File: config.mk
export PLATFORM = sky130hd
export DESIGN_NAME = capture_pair_frequency_meter_top_flat
export DESIGN_NICKNAME = d
export VERILOG_FILES = /design/src/design/cpfm_pkg.sv /design/src/design/cpfm_if.sv /design/src/design/cpfm_pair.sv /design/src/design/cpfm_divider.sv /design/src/design/capture_pair_frequency_meter_top.sv /design/src/flat_wrapper.sv
export SDC_FILE = /design/constraint.sdc
export NUM_CORES = 1
export LEC_CHECK = 0
export BUFFER_PORTS_ARGS = -buffer_cell sky130_fd_sc_hd__clkbuf_2
export CAP_MARGIN = 20
export CORE_ASPECT_RATIO = 2
export CORE_MARGIN = 5
export CORE_UTILIZATION = 40
export DETAILED_ROUTE_END_ITERATION = 6
export PLACE_DENSITY_LB_ADDON = 0.05
export SLEW_MARGIN = 10
export SYNTH_ARGS = -nofsm -noshare
export SYNTH_HDL_FRONTEND = slang
export SYNTH_SLANG_ARGS = --single-unit
File: constraint.sdc
create_clock -name clk -period 12.6 [get_ports clk]
set_input_delay 0.63 -clock clk [delete_from_list [all_inputs] [get_ports clk]]
set_output_delay 0.63 -clock clk [all_outputs]
set_load 0.02 [all_outputs]
File: src/design/cpfm_pkg.sv
// package: widths, register indexes, reset values and sequencer states
`timescale 1ns / 1ps
package cpfm_pkg;

  localparam int CapW      = 16;
  localparam int FreqW     = 32;
  localparam int CountW    = 17;
  localparam int CfgIdxW   = 1;
  localparam int CfgDataW  = 32;
  localparam int StepW     = $clog2(FreqW);

  localparam logic [CfgIdxW-1:0] CFG_CLOCK_FREQ  = 1'b0;
  localparam logic [CfgIdxW-1:0] CFG_COUNTER_TOP = 1'b1;

  localparam logic [FreqW-1:0] CLOCK_FREQ_RST  = 32'd288000000;
  localparam logic [CapW-1:0]  COUNTER_TOP_RST = 16'hFFFF;

  typedef enum logic {
    ST_IDLE,
    ST_DIV
  } cpfm_state_t;

endpackage

File: src/design/cpfm_if.sv
// valid/ready channel interfaces for captures and results
`timescale 1ns / 1ps
interface cpfm_in_if
  import cpfm_pkg::*;
  ();
  logic            valid;
  logic            ready;
  logic [CapW-1:0] capture_value;

  modport source (output valid, output capture_value, input ready);
  modport sink   (input valid, input capture_value, output ready);
endinterface

interface cpfm_out_if
  import cpfm_pkg::*;
  ();
  logic              valid;
  logic              ready;
  logic [FreqW-1:0]  frequency;
  logic [CountW-1:0] elapsed_count;

  modport source (output valid, output frequency, output elapsed_count, input ready);
  modport sink   (input valid, input frequency, input elapsed_count, output ready);
endinterface

File: src/design/cpfm_pair.sv
// saturates captures to the counter top and forms the wrap-corrected count
`timescale 1ns / 1ps
module cpfm_pair
  import cpfm_pkg::*;
#(
  parameter int COUNTER_WIDTH = 16
) (
  input  logic [CapW-1:0]   cap_raw,
  input  logic [CapW-1:0]   first_raw,
  input  logic [CapW-1:0]   counter_top,
  output logic [CapW-1:0]   cap_sat,
  output logic [CountW-1:0] count
);

  localparam int MaskW = (COUNTER_WIDTH < CapW) ? COUNTER_WIDTH : CapW;
  localparam logic [CapW-1:0] CntMask = CapW'(({(CapW+1){1'b0}} | (1 << MaskW)) - 1);

  logic [CapW-1:0] top;
  logic [CapW-1:0] cap_m;
  logic [CapW-1:0] first_sat;

  always_comb begin
    top       = (counter_top > CntMask) ? CntMask : counter_top;
    cap_m     = cap_raw & CntMask;
    cap_sat   = (cap_m > top) ? top : cap_m;
    first_sat = (first_raw > top) ? top : first_raw;
    if (cap_sat > first_sat) begin
      count = {1'b0, cap_sat} - {1'b0, first_sat};
    end else begin
      // counter wrapped: equal captures give one full period
      count = {1'b0, top} - {1'b0, first_sat} + {1'b0, cap_sat} + CountW'(1);
    end
  end

endmodule

File: src/design/cpfm_divider.sv
// radix-2 restoring divider, one quotient bit per cycle
`timescale 1ns / 1ps
module cpfm_divider
  import cpfm_pkg::*;
(
  input  logic              clk,
  input  logic              rst_n,
  input  logic              start,
  input  logic [FreqW-1:0]  dividend,
  input  logic [CountW-1:0] divisor,
  output logic              done,
  output logic [FreqW-1:0]  quotient
);

  logic [CountW-1:0] rem_r, rem_nxt;
  logic [FreqW-1:0]  quo_r, quo_nxt;
  logic [CountW-1:0] div_r, div_nxt;
  logic [StepW-1:0]  step_r, step_nxt;
  logic              busy_r, busy_nxt;
  logic              done_r, done_nxt;
  logic [CountW:0]   trial;
  logic              ge;

  always_comb begin
    trial    = {rem_r, quo_r[FreqW-1]};
    ge       = trial >= {1'b0, div_r};
    rem_nxt  = rem_r;
    quo_nxt  = quo_r;
    div_nxt  = div_r;
    step_nxt = step_r;
    busy_nxt = busy_r;
    done_nxt = done_r;
    if (start) begin
      rem_nxt  = '0;
      quo_nxt  = dividend;
      div_nxt  = divisor;
      step_nxt = StepW'(FreqW - 1);
      busy_nxt = 1'b1;
      done_nxt = 1'b0;
    end else if (busy_r) begin
      // remainder stays below the divisor, so the low bits are enough
      rem_nxt  = ge ? CountW'(trial - {1'b0, div_r}) : trial[CountW-1:0];
      quo_nxt  = {quo_r[FreqW-2:0], ge};
      step_nxt = step_r - StepW'(1);
      if (step_r == '0) begin
        busy_nxt = 1'b0;
        done_nxt = 1'b1;
      end
    end
  end

  always_ff @(posedge clk) begin
    rem_r  <= rem_nxt;
    quo_r  <= quo_nxt;
    div_r  <= div_nxt;
    step_r <= step_nxt;
    if (!rst_n) begin
      busy_r <= 1'b0;
      done_r <= 1'b0;
    end else begin
      busy_r <= busy_nxt;
      done_r <= done_nxt;
    end
  end

  assign done     = done_r;
  assign quotient = quo_r;

endmodule

File: src/design/capture_pair_frequency_meter_top.sv
// reciprocal frequency meter on pairs of counter captures
//
// in_if carries one captured counter value per transfer. Captures are paired:
// the first of a pair is stored and gives no result, the second gives the
// wrap-corrected elapsed count and frequency = clock_freq / count on out_if.
// cfg_we/cfg_index/cfg_wdata write clock_freq (index 0) and counter_top
// (index 1); a write lands at once, the divider keeps the dividend it started with.
// A first capture is stored and the block is ready again at once.
// A second capture has its result on out_if after these steps: the
// count is formed in the transfer cycle, the divider then forms the quotient
// one bit at a time, and the output register is then loaded with it.
// in_if.ready is low until that load.
// The result sits in an output register, so a new pair can start while it
// waits; if the receiver stalls and the register is still full when the
// next quotient is ready, the block holds in the divide state until it drains.
// Reset clears the pair state, the output valid and restores the register
// defaults (288 MHz clock, counter top 0xFFFF).
`timescale 1ns / 1ps
module capture_pair_frequency_meter_top
  import cpfm_pkg::*;
#(
  parameter int COUNTER_WIDTH = 16
) (
  input  logic                clk,
  input  logic                rst_n,
  cpfm_in_if.sink             in_if,
  cpfm_out_if.source          out_if,
  input  logic                cfg_we,
  input  logic [CfgIdxW-1:0]  cfg_index,
  input  logic [CfgDataW-1:0] cfg_wdata
);

  cpfm_state_t       state_r, state_nxt;
  logic [FreqW-1:0]  clock_freq_r;
  logic [CapW-1:0]   counter_top_r;
  logic              second_pending_r, second_pending_nxt;
  logic [CapW-1:0]   first_r, first_nxt;
  logic [CountW-1:0] count_r, count_nxt;
  logic              out_valid_r, out_valid_nxt;
  logic [FreqW-1:0]  out_freq_r, out_freq_nxt;
  logic [CountW-1:0] out_count_r, out_count_nxt;

  logic              in_ready;
  logic              in_xfer;
  logic              div_start;
  logic              div_done;
  logic [FreqW-1:0]  div_quo;
  logic              load_out;
  logic [CapW-1:0]   cap_sat;
  logic [CountW-1:0] count;

  cpfm_pair #(
    .COUNTER_WIDTH(COUNTER_WIDTH)
  ) u_pair (
    .cap_raw     (in_if.capture_value),
    .first_raw   (first_r),
    .counter_top (counter_top_r),
    .cap_sat     (cap_sat),
    .count       (count)
  );

  cpfm_divider u_div (
    .clk      (clk),
    .rst_n    (rst_n),
    .start    (div_start),
    .dividend (clock_freq_r),
    .divisor  (count),
    .done     (div_done),
    .quotient (div_quo)
  );

  // sequencer outputs
  always_comb begin
    in_ready  = (state_r == ST_IDLE);
    in_xfer   = in_ready && in_if.valid;
    div_start = in_xfer && second_pending_r;
    load_out  = (state_r == ST_DIV) && div_done && (!out_valid_r || out_if.ready);
  end

  // sequencer next state
  always_comb begin
    state_nxt = state_r;
    case (state_r)
      ST_IDLE: begin
        if (div_start) begin
          state_nxt = ST_DIV;
        end
      end
      ST_DIV: begin
        if (load_out) begin
          state_nxt = ST_IDLE;
        end
      end
      default: state_nxt = ST_IDLE;
    endcase
  end

  always_comb begin
    second_pending_nxt = second_pending_r;
    first_nxt          = first_r;
    count_nxt          = count_r;
    out_valid_nxt      = out_valid_r;
    out_freq_nxt       = out_freq_r;
    out_count_nxt      = out_count_r;
    if (in_xfer) begin
      second_pending_nxt = !second_pending_r;
      if (!second_pending_r) begin
        first_nxt = cap_sat;
      end else begin
        count_nxt = count;
      end
    end
    if (out_valid_r && out_if.ready) begin
      out_valid_nxt = 1'b0;
    end
    if (load_out) begin
      out_valid_nxt = 1'b1;
      out_freq_nxt  = div_quo;
      out_count_nxt = count_r;
    end
  end

  always_ff @(posedge clk) begin
    first_r     <= first_nxt;
    count_r     <= count_nxt;
    out_freq_r  <= out_freq_nxt;
    out_count_r <= out_count_nxt;
    if (!rst_n) begin
      state_r          <= ST_IDLE;
      second_pending_r <= 1'b0;
      out_valid_r      <= 1'b0;
    end else begin
      state_r          <= state_nxt;
      second_pending_r <= second_pending_nxt;
      out_valid_r      <= out_valid_nxt;
    end
  end

  // configuration registers
  always_ff @(posedge clk) begin
    if (!rst_n) begin
      clock_freq_r  <= CLOCK_FREQ_RST;
      counter_top_r <= COUNTER_TOP_RST;
    end else if (cfg_we) begin
      case (cfg_index)
        CFG_CLOCK_FREQ:  clock_freq_r  <= cfg_wdata[FreqW-1:0];
        CFG_COUNTER_TOP: counter_top_r <= cfg_wdata[CapW-1:0];
        default: ;
      endcase
    end
  end

  assign in_if.ready          = in_ready;
  assign out_if.valid         = out_valid_r;
  assign out_if.frequency     = out_freq_r;
  assign out_if.elapsed_count = out_count_r;

endmodule
File: src/flat_wrapper.sv
// flat-port wrapper written by rule: the top's interface ports become plain ports
module capture_pair_frequency_meter_top_flat import cpfm_pkg::*;
#(
  parameter int COUNTER_WIDTH = 16
)
  (clk, rst_n, cfg_we, cfg_index, cfg_wdata, in_if_valid, in_if_capture_value, in_if_ready, out_if_valid, out_if_frequency, out_if_elapsed_count, out_if_ready);
  cpfm_in_if in_if_i ();
  cpfm_out_if out_if_i ();
  input  logic clk;
  input  logic rst_n;
  input  logic cfg_we;
  input  logic [CfgIdxW-1:0] cfg_index;
  input  logic [CfgDataW-1:0] cfg_wdata;
  input wire logic [$bits(in_if_i.valid)-1:0] in_if_valid;
  input wire logic [$bits(in_if_i.capture_value)-1:0] in_if_capture_value;
  output wire logic [$bits(in_if_i.ready)-1:0] in_if_ready;
  output wire logic [$bits(out_if_i.valid)-1:0] out_if_valid;
  output wire logic [$bits(out_if_i.frequency)-1:0] out_if_frequency;
  output wire logic [$bits(out_if_i.elapsed_count)-1:0] out_if_elapsed_count;
  input wire logic [$bits(out_if_i.ready)-1:0] out_if_ready;
  assign in_if_i.valid = in_if_valid;
  assign in_if_i.capture_value = in_if_capture_value;
  assign in_if_ready = in_if_i.ready;
  assign out_if_valid = out_if_i.valid;
  assign out_if_frequency = out_if_i.frequency;
  assign out_if_elapsed_count = out_if_i.elapsed_count;
  assign out_if_i.ready = out_if_ready;
  capture_pair_frequency_meter_top #(.COUNTER_WIDTH(COUNTER_WIDTH)) u_core (.clk(clk), .rst_n(rst_n), .in_if(in_if_i), .out_if(out_if_i), .cfg_we(cfg_we), .cfg_index(cfg_index), .cfg_wdata(cfg_wdata));
endmodule
==> flow_summary.yaml, run 1 <==
synth:
  synthArstFlopShare: 0
  ys_ff_latch: 189
  syn_area_per_cell_sq_um: 10.0
  syn_nets: 1215
  ys_seq_area_frac: 0.462
  synth_warnings: 0
  synth_cell_types: 59
  syn-cell-area_sq_um: 10700
  synth_edf_count: 114
  synth_cells: 1061
  synth_flop_cell: "edfxtp_1"
detailed_routing:
  initialDrtViolationCount: 434
  wire_per_inst_microns: 19.0
  wirelength_microns: 28800
  dr.pass1.iters: 5
  ant_nets: 0
  vias: 8008
  drc: 0
  viasPerCell: 5.29
pwr:
  irDropWorstVdd_mv: 0.0766
  p_leak_nw: 5.21
  p_total_mw: 2.13
  power.density_nw_per_um2: 176
global_route:
  grtUsageTotal: 0.193
  grt_pass1_vias: 8379
  gr-total-overflow: 0
  grt_pass1_wl_microns: 44900
  antenna_found_initial: 0
  grt_max_degree: 59
cells_and_area:
  final_cell_mix: "nand2_1 (210), edfxtp_1 (114), clkbuf_2 (104)"
  drive_above_1_share: 0.156
  diodes: 0
  fin_area_sq_um: 12200
  layout.cells.most_common: "nand2_1"
  final_nets: 1311
  syn_to_final_growth_pct: 14.1
  fillers: 2586
die:
  pin_count: 105
  dieWidth_microns: 125
  fp-row-count: 84
  die_height_microns: 241
  start_util: 0.405
  dieArea_sq_um: 30200
  core_sq_um: 26300
timing:
  fin_setup_tns_ns: 0
  period_minus_slack_ns: 5.78
  slew_headroom: 0.388
  fin_crit_sh: 0.459
  setup_viol: 0
  slew_violations: 0
  final-hold-violation-count: 0
  whs_ns: 0.395
  fmaxAchievable_mhz: 173
  rsz0062_at_grt: "no"
  skew_ns: 0.0204
  tightestPinTransition_ns: 0.918
  setup_slack_ns: 6.82
clock_tree:
  clk_latency_ns: 0.46
  cts_made_buffers: 17
  cts_root_buf: "clkbuf_16"
  ctsHtreeMaxLevel: 4
  cts_tree: "done"
  cts_setup_buffers: 0
  clockBufferDepth: 2
  cts_resized: 0
  cts_hold_buffers: 0
  clkTransAtPathRegs_ns: 0.07
  cts.sinks: 189
placement:
  post-dp-hpwl_microns: 22500
  pre_cts_slack_ns: 6.73
  postPlaceCellArea_sq_um: 11500
  place_congestion: 0.909
  io_buffers: 104
worst_setup_path:
  critPathMaxStageDelay_ns: 0.52
  cpMaxStageDelayCell: "fa_1"
  path_class: "flop to flop"
  path_cells: "inv_1, ha_1, nand4_1, or3_1, a21oi_1, nor2_1, a31oi_2, buf_4, mux2_2, fa_1, ha_1, a21o_1, a21oi_1, nor2b_1, o2111ai_1, a21boi_0, o31ai_1, a21oi_1, xnor2_1, o21ai_0"
  worstPathRequired_ns: 12.79
  startpoint_type: "flop"
  r2r_cells: 20
  endpoint_kind: "flop"
  critPathMaxFanout: 12
  cp_data_arrival_time_ns: 5.97
  crit_path_frequent_cell: "a21oi_1"
status:
  status: "complete, no violations"
hold_path:
  hp-class: "primary input to flop"
  hold_depth: 3
flow_run:
  drv_cap: 0
## report_power, final
group | switching, mW | internal, mW | leakage, nW
logic | 0.462 | 0.337 | 3.26
clock network | 0.266 | 0.283 | 0.283
registers | 0.0491 | 0.738 | 1.67
## cell families (layout without fill, tap and decap cells)
group / after synthesis / after routing / share of synthesized area
xor+xnor: 42 / 42 / 0.0345
simple gates: 350 / 350 / 0.143
mux: 55 / 55 / 0.0547
fa+ha+maj: 100 / 100 / 0.130
buf+inv: 103 / 212 / 0.0390
flops: 189 / 189 / 0.462
compound gates: 222 / 222 / 0.136
## cells in the mapped netlist, types with 2 or more instances
library cell,number,area share
mux2_2,14,0.015
nor2_1,44,0.016
and2_1,2,0.0012
nor4_1,2,0.0012
o2111ai_1,3,0.0025
fa_1,18,0.034
xnor2_1,22,0.018
o21ai_0,45,0.021
nand2_1,211,0.074
o31a_1,3,0.0025
inv_1,62,0.022
a21o_1,22,0.016
o31ai_1,5,0.0035
a31o_2,2,0.0016
a31oi_1,3,0.0018
nand2b_1,11,0.0065
nor3_1,15,0.0070
mux2_4,3,0.0042
a21boi_0,32,0.023
a211oi_1,7,0.0049
ha_1,82,0.096
clkbuf_1,30,0.011
and3_1,2,0.0012
buf_4,3,0.0021
xor2_1,20,0.016
mux2i_1,38,0.036
or2_2,5,0.0029
edfxtp_1,114,0.32
nand4_1,16,0.0094
nor2b_1,12,0.0070
dfxtp_1,75,0.14
nand3_1,19,0.0089
buf_1,3,0.0011
a211o_1,4,0.0033
o211ai_1,18,0.013
a21oi_1,57,0.027
o21a_1,9,0.0063
or3_1,4,0.0023
nand3b_1,2,0.0014
buf_2,2,0.00094
buf_6,2,0.0021
## area by class of cell
type	count	area, sq um	share of cell area
well taps	344	430	0.0354
repair buffers	117	638	0.0525
clock inverters	14	164	0.0135
flip-flops and latches	189	4920	0.405
multi-input cells	769	5330	0.439
clock buffers	18	429	0.0353
inverters	63	236	0.0195
## through the flow
step	utilization	cells
after global placement	0.439	1481
after detailed placement	0.439	1481
after CTS	0.461	1513
after global routing	0.463	1514
after floorplan	-	1061
final	0.463	1514
## registers in the layout, indices dropped and copies added (netlist names)
name and count:
u_core.counter_top_r 16, u_core.u_div.step_r 5, u_core.u_div.rem_r 17, u_core.out_if.valid 1, u_core.u_div.busy_r 1, u_core.u_div.div_r 17, u_core.state_r 1, u_core.out_if.frequency 32
u_core.u_div.quotient 32, u_core.second_pending_r 1, u_core.u_div.done 1, u_core.first_r 16, u_core.clock_freq_r 32, u_core.out_if.elapsed_count 17
## worst max-delay path: cells and delay by family, from the launching register on
family | cells | cell delay, ns
xor+xnor | 1 | 0.17
flops | 1 | 0.49
fa+ha+maj | 3 | 1.26
buf+inv | 2 | 0.44
mux | 1 | 0.40
simple gates | 4 | 0.71
compound gates | 9 | 2.05
## per-layer routing
metal,share of wire,global-route usage
met1,0.35,0.185
met3,0.026,0.0306
met2,0.56,0.380
met5,0,0
met4,0.059,0.116
## final timing paths
check / start / slack (ns) / to
max: u_core.counter_top_r[7]$_SDFFE_PN1P_ / 6.82 / u_core.u_div.div_r[16]$_DFFE_PP_
min: cfg_wdata[17] / 0.39 / u_core.clock_freq_r[17]$_SDFFE_PN1P_
max reg2reg: u_core.counter_top_r[7]$_SDFFE_PN1P_ / 6.82 / u_core.u_div.div_r[16]$_DFFE_PP_
min reg2reg: u_core.u_div.quotient[5]$_DFFE_PP_ / 0.45 / u_core.out_if.frequency[5]$_DFFE_PP_
(Power assumes the default switching activity.)
==> run 2: changes to the inputs <==
==> constraint.sdc (replaced) <==
create_clock -name clk -period 5.1 [get_ports clk]
set_input_delay 0.255 -clock clk [delete_from_list [all_inputs] [get_ports clk]]
set_output_delay 0.255 -clock clk [all_outputs]
set_load 0.02 [all_outputs]
==> run 2 against run 1 <==
Via count increased by 3.2%. Wire length rose by 5.2%. Register-to-register slack got worse by 6.7 ns. Critical path depth is 1 higher. Die area stayed put.
==> flow_summary.yaml, run 2 (synthesized netlist as in run 1, its figures left out) <==
status:
  status: "complete, no violations"
timing:
  final-hold-violation-count: 0
  period_minus_slack_ns: 5.03
  rsz0062_at_grt: "yes"
  skew_ns: 0.0154
  fin_crit_sh: 0.986
  fmaxAchievable_mhz: 199
  tightestPinTransition_ns: 0.797
  setup_viol: 0
  slew_headroom: 0.466
  slew_violations: 0
clock_tree:
  cts.sinks: 189
  cts_made_buffers: 17
  clockBufferDepth: 2
  cts_root_buf: "clkbuf_16"
  clkTransAtPathRegs_ns: 0.08
  clk_latency_ns: 0.46
  ctsHtreeMaxLevel: 4
  cts_tree: "done"
detailed_routing:
  ant_nets: 0
  vias: 8264
  drc: 0
  initialDrtViolationCount: 379
  wire_per_inst_microns: 19.2
  dr.pass1.iters: 4
  wirelength_microns: 30300
  viasPerCell: 5.23
worst_setup_path:
  critPathMaxFanout: 6
  worstPathRequired_ns: 5.30
  endpoint_kind: "flop"
  cp_data_arrival_time_ns: 5.23
  path_class: "flop to flop"
  startpoint_type: "flop"
global_route:
  grt_pass1_wl_microns: 46200
  grt_max_degree: 58
  grt_pass1_vias: 8418
  grtUsageTotal: 0.200
  antenna_found_initial: 0
  gr-total-overflow: 0
die:
  dieWidth_microns: 125
  pin_count: 105
  start_util: 0.405
  die_height_microns: 241
  core_sq_um: 26300
  dieArea_sq_um: 30200
  fp-row-count: 84
pwr:
  combPwrFrac: 0.406
  p_int_mw: 3.56
  clock_power_share: 0.246
  switchingPower_mw: 2.00
  p_leak_nw: 5.59
  seqPwrFrac: 0.348
  p_sw_frac: 0.360
  power.density_nw_per_um2: 428
  irDropWorstVdd_mv: 0.246
placement:
  placed_cells: 1536
  postPlaceCellArea_sq_um: 12000
  post-dp-hpwl_microns: 23000
  place_congestion: 0.895
  io_buffers: 104
cells_and_area:
  final_cell_mix: "nand2_1 (208), edfxtp_1 (114), clkbuf_2 (104)"
  final_nets: 1378
  fin_area_sq_um: 13000
  drive_above_1_share: 0.229
  layout.cells.most_common: "nand2_1"
  fin_cells: 1581
  diodes: 0
  fillers: 2555
  syn_to_final_growth_pct: 21.9
hold_path:
  hp-class: "primary input to flop"
flow_run:
  drv_cap: 0
-- run 2: cell types whose count changed in the layout (fill, tap and decap cells not counted), moves of 3 or more --
cell / change
buf_4: +57
ha_1: -7
ha_4: +7
mux2i_1: -7
a21oi_1: -5
dfxtp_1: -5
mux2i_2: +5
a21oi_2: +4
buf_12: +4
dfxtp_2: +4
clkbuf_16: +3
dlygate4sd3_1: +3
-- run 2: power groups by stage --
stage | Combinational, mW | Sequential, mW | Clock [mW]
floorplan | 1.51 | 1.93 | 0
global placement | 2.12 | 1.97 | 0
detailed placement | 2.13 | 1.97 | 0
CTS | 2.16 | 1.94 | 1.41
global route | 2.51 | 1.96 | 1.46
finish | 2.26 | 1.94 | 1.37
-- run 2: cell type report --
cell class / instances / area [sq um] / area share
multi-input cells: 769 / 5550 / 0.428
well taps: 344 / 430 / 0.0331
repair buffers: 184 / 1230 / 0.0951
inverters: 63 / 236 / 0.0182
clock buffers: 18 / 429 / 0.0330
flip-flops and latches: 189 / 4930 / 0.380
clock inverters: 14 / 170 / 0.0131
-- run 2: worst paths after layout --
path,startpoint,to,slack [ns],cells after the start
max,u_core.first_r[4]$_DFFE_PP_,u_core.u_div.div_r[15]$_DFFE_PP_,0.07,21
min,cfg_wdata[26],u_core.clock_freq_r[26]$_SDFFE_PN0P_,0.03,3
max reg2reg,u_core.first_r[4]$_DFFE_PP_,u_core.u_div.div_r[15]$_DFFE_PP_,0.07,21
min reg2reg,u_core.u_div.quotient[30]$_DFFE_PP_,u_core.out_if.frequency[30]$_DFFE_PP_,0.45,0
-- run 2: repair_timing --
item / 4_1_cts / 5_1_grt
gates cloned: 0 / 3
endpoints found under the setup margin: 4 / 17
buffers inserted: 1 / 5
pin swaps: 2 / 30
resized for setup: 8 / 39
hold endpoints to repair: 3 / 0
hold buffers: 3 / 0
-- run 2: per-stage QoR --
step                      setup slack (ns)   util  hold WS, ns  power [mW]  setup TNS [ns]
final                               0.0703  0.494       0.0273        5.56               0
after global routing               -0.0753  0.494       0.0278        5.92          -0.255
after CTS                          0.00630  0.482      0.00402        5.51               0
after detailed placement           -0.0289  0.456        0.434        4.11         -0.0350
after global placement              0.0717  0.456        0.430        4.09               0
after floorplan                      0.134      -        0.379        3.44               0
-- run 2: per-layer routing --
metal,GRT usage,vias up,wire (microns)
li1,-,4077,-
met1,0.201,3967,10700
met2,0.392,151,17300
met3,0.0281,69,726
met4,0.107,0,1640
met5,0,-,0
-- run 2: critical path, cell delays in order, from the launching register on --
cell and delay (ns):
edfxtp_1 0.45, ha_1 0.34, nand4_1 0.13, nor2_1 0.05
a211o_1 0.26, a21o_1 0.15, a21o_1 0.15, a21oi_2 0.13
o221ai_2 0.11, o31a_1 0.16, buf_6 0.15, clkbuf_16 0.16
mux2i_2 0.25, fa_1 0.50, ha_4 0.32, nand4_1 0.19
or4_1 0.45, a31o_2 0.25, a21o_1 0.20, a21boi_2 0.17
o21a_1 0.14, o31ai_1 0.06
==> run 3: changes to the inputs <==
==> constraint.sdc (replaced) <==
create_clock -name clk -period 5.4 [get_ports clk]
set_input_delay 0.81 -clock clk [delete_from_list [all_inputs] [get_ports clk]]
set_output_delay 0.81 -clock clk [all_outputs]
set_load 0.02 [all_outputs]
==> run 3 against run 2 <==
Die area stayed put. Register-to-register slack better by 0.19 ns. Clock-buffer cell count is the same. Worst hold slack improved by 0.42 ns. Flip-flop and latch count did not move. Maximum frequency fell by 2.2%. Sequential share of layout area rose by 0.86 points. Utilization is 1.2 points lower. Non-clock buffer count unchanged. Critical endpoint is now u_core.u_div.div_r[13]$_DFFE_PP_. Cell area down 2.3%. Critical path depth is 1 higher.
==> flow_summary.yaml, run 3 (synthesized netlist as in run 1, its figures left out) <==
timing:
  rsz0062_at_grt: "no"
  fin_setup_tns_ns: 0
  final-hold-violation-count: 0
  skew_ns: 0.0162
  fmaxAchievable_mhz: 194
  tightestPinTransition_ns: 0.866
  slew_headroom: 0.420
  period_minus_slack_ns: 5.14
  setup_viol: 0
  fin_crit_sh: 0.952
  slew_violations: 0
cells_and_area:
  syn_to_final_growth_pct: 19.1
  final_nets: 1378
  fillers: 2583
  regArea_sq_um: 4930
  diodes: 0
  layout.cells.most_common: "nand2_1"
  multi_input_area_sq_um: 5350
  final_cell_mix: "nand2_1 (210), edfxtp_1 (114), clkbuf_2 (104)"
  drive_above_1_share: 0.207
flow_run:
  drv_cap: 0
clock_tree:
  clkTransAtPathRegs_ns: 0.08
  ctsHtreeMaxLevel: 4
  cts_hold_buffers: 0
  cts_root_buf: "clkbuf_16"
  cts_made_buffers: 17
  clockBufferDepth: 2
  clk_latency_ns: 0.45
  cts_tree: "done"
  cts_setup_buffers: 0
  cts.sinks: 189
  cts_resized: 0
status:
  status: "complete, no violations"
die:
  die_height_microns: 241
  dieWidth_microns: 125
  fp-row-count: 84
  start_util: 0.405
  pin_count: 105
  core_sq_um: 26300
  dieArea_sq_um: 30200
detailed_routing:
  ant_nets: 0
  wirelength_microns: 29100
  dr.pass1.iters: 4
  viasPerCell: 5.11
  drc: 0
  wire_per_inst_microns: 18.4
  vias: 8080
  initialDrtViolationCount: 347
global_route:
  antenna_found_initial: 0
  grtUsageTotal: 0.195
  grt_pass1_vias: 8390
  grt_max_degree: 58
  gr-total-overflow: 0
  grt_pass1_wl_microns: 45200
pwr:
  combPwrFrac: 0.397
  p_int_mw: 3.27
  p_total_mw: 5.14
  power.density_nw_per_um2: 405
  switchingPower_mw: 1.86
  p_sw_frac: 0.363
  seqPwrFrac: 0.356
  p_leak_nw: 5.54
  irDropWorstVdd_mv: 0.208
  clock_power_share: 0.247
worst_setup_path:
  startpoint_type: "flop"
  cp_data_arrival_time_ns: 5.33
  critPathMaxFanout: 23
  endpoint_kind: "flop"
  path_class: "flop to flop"
  worstPathRequired_ns: 5.59
hold_path:
  hp-class: "flop to flop"
placement:
  io_buffers: 104
  place_congestion: 0.935
  post-dp-hpwl_microns: 22800
run 3: metal layers:
layer | vias up | part of all wire | track usage
li1 | 4067 | - | -
met1 | 3853 | 0.35 | 0.184
met2 | 116 | 0.59 | 0.405
met3 | 44 | 0.023 | 0.0281
met4 | 0 | 0.038 | 0.0888
met5 | - | 0 | 0
run 3: area by class of cell:
type | count | share of cell area
Multi-Input combinational cell | 769 | 0.422
Sequential cell | 189 | 0.388
Timing Repair Buffer | 184 | 0.0909
Tap cell | 344 | 0.0339
Clock buffer | 18 | 0.0338
Inverter | 63 | 0.0186
Clock inverter | 14 | 0.0127
run 3: worst paths after layout:
check | from | endpoint | slack (ns) | cells after the start
worst min-delay path | u_core.u_div.quotient[24]$_DFFE_PP_ | u_core.out_if.frequency[24]$_DFFE_PP_ | 0.45 | 0
worst max register to register | u_core.first_r[2]$_DFFE_PP_ | u_core.u_div.div_r[13]$_DFFE_PP_ | 0.26 | 22
worst min register to register | u_core.u_div.quotient[24]$_DFFE_PP_ | u_core.out_if.frequency[24]$_DFFE_PP_ | 0.45 | 0
worst max-delay path | u_core.first_r[2]$_DFFE_PP_ | u_core.u_div.div_r[13]$_DFFE_PP_ | 0.26 | 22
run 3: power groups by stage:
stage	Sequential [mW]	Combinational, mW	Clock, mW
final	1.83	2.04	1.27
after global routing	1.85	2.27	1.36
after CTS	1.83	2.05	1.30
after detailed placement	1.86	2.04	0
after global placement	1.86	2.03	0
after floorplan	1.82	1.42	0
run 3: worst max-delay path, cell delays in order (launching register included):
cell	delay, ns
edfxtp_1	0.42
ha_1	0.33
a21o_1	0.18
a21o_1	0.17
a211o_1	0.28
a21o_1	0.17
a21o_1	0.18
a21oi_2	0.14
o221ai_2	0.10
o31a_1	0.15
buf_12	0.18
mux2i_2	0.25
fa_1	0.46
ha_1	0.34
a21o_1	0.18
a21o_1	0.17
a21oi_1	0.21
o21ai_0	0.16
a21oi_1	0.24
nand2_1	0.12
a31oi_1	0.21
xor2_1	0.16
mux2i_1	0.08
run 3: per-stage QoR:
| step | hold slack [ns] | area, sq um | cells | utilization | worst slack, ns |
|---|---|---|---|---|---|
| finish | 0.449 | 12700 | 1581 | 0.483 | 0.258 |
| global route | 0.457 | 12700 | 1581 | 0.483 | 0.0123 |
| CTS | 0.452 | 12600 | 1580 | 0.481 | 0.220 |
| floorplan | 0.426 | 10700 | 1061 | - | 0.0719 |
| global placement | 0.434 | 12000 | 1548 | 0.459 | 0.0940 |
| detailed placement | 0.434 | 12000 | 1548 | 0.459 | 0.0605 |
